### config.mk
export PLATFORM = sky130hd
export DESIGN_NAME = bfsa_update
export DESIGN_NICKNAME = d
export VERILOG_FILES = /design/src/bar_force_scatter_accumulate_assert.svh /design/src/bfsa_pkg.sv /design/src/bfsa_update.sv
export SDC_FILE = /design/constraint.sdc
export NUM_CORES = 1
export LEC_CHECK = 0
export BUFFER_PORTS_ARGS = -buffer_cell sky130_fd_sc_hd__buf_2
export CORE_MARGIN = 1.5
export CORE_UTILIZATION = 42
export DETAILED_ROUTE_END_ITERATION = 10
export PLACE_DENSITY_LB_ADDON = 0.12
export SLEW_MARGIN = 20
export SYNTH_ARGS = -nofsm -noshare
export SYNTH_HDL_FRONTEND = slang
export SYNTH_SLANG_ARGS = --single-unit
### constraint.sdc
create_clock -name vclk -period 12.05
set_input_delay 1.205 -clock vclk [all_inputs]
set_output_delay 1.205 -clock vclk [all_outputs]
set_load 0.05 [all_outputs]
### src/bar_force_scatter_accumulate_assert.svh
// Assertion macros for the bar force scatter-accumulate block.
// Needs a clk_i and an active-low rst_ni in the scope of use.
`ifndef BAR_FORCE_SCATTER_ACCUMULATE_ASSERT_SVH
`define BAR_FORCE_SCATTER_ACCUMULATE_ASSERT_SVH

// same-cycle implication
`define BFSA_ASSERT_SAME(lbl, ante, cons, msg) \
  lbl: assert property (@(posedge clk_i) disable iff (!rst_ni) (ante) |-> (cons)) \
    else $error(msg);

// next-cycle implication
`define BFSA_ASSERT_NEXT(lbl, ante, cons, msg) \
  lbl: assert property (@(posedge clk_i) disable iff (!rst_ni) (ante) |=> (cons)) \
    else $error(msg);

`endif

### src/bfsa_pkg.sv
// Shared types and constants of the bar force scatter-accumulate block.
// No dependencies.
`default_nettype none

package bfsa_pkg;

  localparam int NODE_W  = 10;
  localparam int FORCE_W = 32;

  localparam logic [1:0] DIM_RESET = 2'd2;
  localparam logic [1:0] DIM_3D    = 2'd3;

  typedef enum logic [1:0] {
    CMD_APPLY = 2'd0,
    CMD_WRITE = 2'd1,
    CMD_READ  = 2'd2
  } cmd_e;

  // input word
  typedef struct packed {
    logic [1:0]                command;
    logic [NODE_W-1:0]         node_a;
    logic [NODE_W-1:0]         node_b;
    logic signed [FORCE_W-1:0] bar_fx;
    logic signed [FORCE_W-1:0] bar_fy;
    logic signed [FORCE_W-1:0] bar_fz;
  } bfsa_in_t;

  // result word
  typedef struct packed {
    logic [NODE_W-1:0]         out_node;
    logic signed [FORCE_W-1:0] out_fx;
    logic signed [FORCE_W-1:0] out_fy;
    logic signed [FORCE_W-1:0] out_fz;
  } bfsa_out_t;

  // one force vector as stored
  typedef struct packed {
    logic signed [FORCE_W-1:0] x;
    logic signed [FORCE_W-1:0] y;
    logic signed [FORCE_W-1:0] z;
  } bfsa_vec_t;

  // per-component write enables of the force store
  typedef struct packed {
    logic x;
    logic y;
    logic z;
  } bfsa_lane_t;

endpackage

`default_nettype wire

### src/bfsa_update.sv
// Saturating add or subtract of a bar force onto a stored node force.
// Depends on bfsa_pkg.
`default_nettype none

module bfsa_update import bfsa_pkg::*; (
  input  wire bfsa_vec_t cur_i,
  input  wire bfsa_vec_t force_i,
  input  wire logic      sub_i,
  output bfsa_vec_t      sum_o
);

  function automatic logic signed [FORCE_W-1:0] sat_add(
    input logic signed [FORCE_W-1:0] a,
    input logic signed [FORCE_W-1:0] b,
    input logic                      sub
  );
    logic signed [FORCE_W:0] s;
    begin
      s = sub ? ((FORCE_W+1)'(a) - (FORCE_W+1)'(b))
              : ((FORCE_W+1)'(a) + (FORCE_W+1)'(b));
      // top two bits differ: out of 32-bit range, clamp toward the sign
      if (s[FORCE_W] != s[FORCE_W-1]) begin
        return s[FORCE_W] ? {1'b1, {(FORCE_W-1){1'b0}}} : {1'b0, {(FORCE_W-1){1'b1}}};
      end
      return s[FORCE_W-1:0];
    end
  endfunction

  assign sum_o.x = sat_add(cur_i.x, force_i.x, sub_i);
  assign sum_o.y = sat_add(cur_i.y, force_i.y, sub_i);
  assign sum_o.z = sat_add(cur_i.z, force_i.z, sub_i);

endmodule

`default_nettype wire

Word-level counts from Yosys, hierarchy flattened

Index checks and enable logic that the tools add are counted.

Register bits after elaboration: 0
Output and inout port bits: 96

$add $sub $neg: 6
Eq/ne operators: 3
Multiplexer cells: 15

Operators by type and width:

| operator                     | count |
|---|---|
| two-way mux 32 bit           | 9 |
| adder 32 x 32 -> 33 bit      | 3 |
| two-way mux 33 bit           | 3 |
| subtractor 32 x 32 -> 33 bit | 3 |
| two-way mux 1 bit            | 3 |
| inequality test 1 bit        | 3 |

Longest topological paths before layout

Word-level depth: 5
Depth in mapped cells: 21
Mapped depth without buffers: 19

Least setup slack after synthesis

No wires, ideal clock.

Path type: in2out
From: in force_i[72] (netlist name)
To: out sum_o[66] (netlist name)
Data arrival time: 6475 ps
Required time: 10845 ps
Path slack: 4370 ps
Stages: 19
Path buffers: 1
Path through: or4_1 > nor2b_1 > nand2b_1 > or3_1 > or3_1 > nor3_2 > nor2_1 > xnor2_1 > ha_1 > clkbuf_1 > nand2_1 > o21ai_0 > a31oi_1 > o21ai_0 > mux2_2 > a31oi_1 > nor3b_4 > nor2_8 > o21ai_0

RTL lines:

| what               | line             | text |
|---|---|---|
| start: declaration | bfsa_update.sv:7 | `input wire bfsa_vec_t force_i,` |
| end: declaration   | bfsa_update.sv:9 | `output bfsa_vec_t sum_o` |

==> flow_metrics.env <==
export IMPL_seqCellArea_sq_um=0
export IMPL_power_density_nw_per_um2=153.6
export IMPL_hold_viol_final=0
export IMPL_yosysSeqAreaShare_pct=0
export IMPL_antenna_left=0
export IMPL_ys_top_cells_by_area="ha_1, xnor2_1, a21oi_1, nor2_1, o21ai_0"
export IMPL_syn_inst=1178
export IMPL_syn2layout_area_growth_pct=19.95
export IMPL_critPathBufInv=2
export IMPL_critPathSlowestCell="nor3b_4"
export IMPL_cts_setup_buffers=0
export IMPL_fin_tns_setup_ns=0
export IMPL_drtPass1Iterations=7
export IMPL_seq_cells=0
export IMPL_required_ns=10.85
export IMPL_crit_fanout=26
export IMPL_syn_avg_cell_area_sq_um=6.916
export IMPL_synth_area_sq_um=8147
export IMPL_swShare_pct=70.78
export IMPL_nClkBuffers=0
export IMPL_grt_antenna_before_repair=7
export IMPL_fmax_mhz=125.3
export IMPL_syn_nets=1473
export IMPL_cp_end_kind="output port"
export IMPL_p_seq_share_pct=0
export IMPL_fin_crit_sh_pct=66.25
export IMPL_max_slew_margin_rel_pct=29.55
export IMPL_crit_path_cell_trace="buf_2, nor2_1, nor4b_1, nor2b_1, nand2b_1, or3_1, or3_1, nor3_2, nor2_1, xnor2_1, ha_1, nand2_1, o21ai_0, a31oi_1, o21ai_0, mux2_2, a31oi_1, nor3b_4, nand2_4, a21oi_1, buf_2"
export IMPL_grt_overflow_total=0
export IMPL_hold_buffers=0
export IMPL_hold_slack_ns=2.937
export IMPL_drt_iter0_markers=451
export IMPL_vias=9334
export IMPL_core_rowCount=50
export IMPL_vdd_ir_drop_max_mv=0.1457
export IMPL_power_switching_mw=1.063
export IMPL_dp_hpwl_um=21360
export IMPL_hold_class="in2out"
export IMPL_synthTopCellsByCount="a21oi_1, xnor2_1, nor2_1"
export IMPL_dp_cells=1686
export IMPL_cpLargestDelayFamily="simple AND/OR/NAND/NOR gates"
export IMPL_dieArea_sq_um=20240
export IMPL_io_pins=289
export IMPL_grt_pass1_wl_um=40800
export IMPL_start_util_pct=43.12
export IMPL_drc_errors=0
export IMPL_synth_cell_type_count=85
export IMPL_routabilityCongestion=0.9188
export IMPL_cts_resized_gates=0
export IMPL_cp_data_arrival_time_ns=6.78
export IMPL_io_buffers=289
export IMPL_synth_most_common_cell="a21oi_1"
export IMPL_critPathKind="in2out"
export IMPL_clock_power_share_pct=0
export IMPL_cap_viol_max_count=0
export IMPL_final_layout_size_suffix_gt1_share_pct=25.65
export IMPL_synth_top_area_cell="ha_1"
export IMPL_place_area_sq_um=9732
export IMPL_worst_path_stages=21
export IMPL_slew_violations=0
export IMPL_period_minus_slack_ns=7.983
export IMPL_critPathMaxStageDelay_ns=0.55
export IMPL_rsz0062_at_grt="false"
export IMPL_p_int_mw=0.4387
export IMPL_yosys_area_top_type_share_pct=15.21
export IMPL_status="finished, final reports clean"
export IMPL_wl_um=25520
export IMPL_grt_usage_pct=23.79
export IMPL_viasPerCell=5.517
export IMPL_wire_per_inst_um=15.08
export IMPL_start_kind="input port"
export IMPL_post_route_util_pct=51.72
export IMPL_pwr_share_comb_pct=100.0
export IMPL_die_w_um=142.3
export IMPL_nNetsFinal=1724
export IMPL_finalInstanceArea_sq_um=9772
export IMPL_die_height_um=142.3
export IMPL_instances_no_fill=1692
export IMPL_whs_path_depth=4
export IMPL_grt_max_degree=99
export IMPL_yosysWarnings=0
export IMPL_grt_pass1_vias=8591
export IMPL_core_area_sq_um=18890
export IMPL_p_leak_nw=4.353
export IMPL_tightest_slew_ns=1.057
export IMPL_setup_violations=0
## power groups by stage
stage               logic (mW)  registers [mW]  clock network (mW)
floorplan                 1.20               0                   0
global placement          1.49               0                   0
detailed placement        1.49               0                   0
CTS                       1.50               0                   0
global route              1.60               0        0.0000000333
finish                    1.50               0        0.0000000556
## cell usage in the layout (no fill, tap or decap), types with 22 or more instances in the layout
cell type	instances
maj3_2	29
buf_2	288
xnor2_1	133
inv_1	40
a21o_1	36
ha_1	99
nor2_1	122
xor2_1	41
nor3_1	29
a21oi_1	150
nand2_1	71
o21ai_0	78
nor4_1	22
## final cells by class
| type | instances | area [sq um] |
|---|---|---|
| timing repair buffer | 293 | 1499 |
| tap | 260 | 325.3 |
| antenna | 5 | 12.51 |
| fill | 2051 | 9121 |
| multi-input combinational | 1094 | 7785 |
| inverter | 40 | 150.1 |
## logic make-up after synthesis
logic type,after synthesis,synth area share [%]
xor+xnor,180,19.81
compound gates,401,30.58
buf+inv,84,4.669
fa+ha+maj,142,21.30
mux,4,0.5068
simple gates,367,23.13
## worst min-delay path, stage by stage
cell and delay, ns:
buf_2 0.11, ha_1 0.12, o21ai_0 0.08, buf_2 0.22
## per-stage QoR
step / setup WS [ns] / power [mW]
after floorplan: 4.370 / 1.196
after global placement: 4.260 / 1.487
after global routing: 3.613 / 1.603
after CTS: 4.109 / 1.496
after detailed placement: 4.155 / 1.489
final: 4.067 / 1.501
## metal layers
metal  track usage, %  wire (um)  vias to the layer above
met5                0         21                        -
met3            1.514       1308                       39
met2            40.41      11610                      281
met1            33.18      12090                     4171
li1                 -          -                     4839
met4            4.666        493                        4
## path summary, 6_finish.rpt
check                       end        start  slack, ns
worst max-delay path  sum_o[73]  force_i[66]       4.07
worst min-delay path  sum_o[32]  force_i[32]       2.94
No activity file was read; power rests on OpenSTA's default activity.
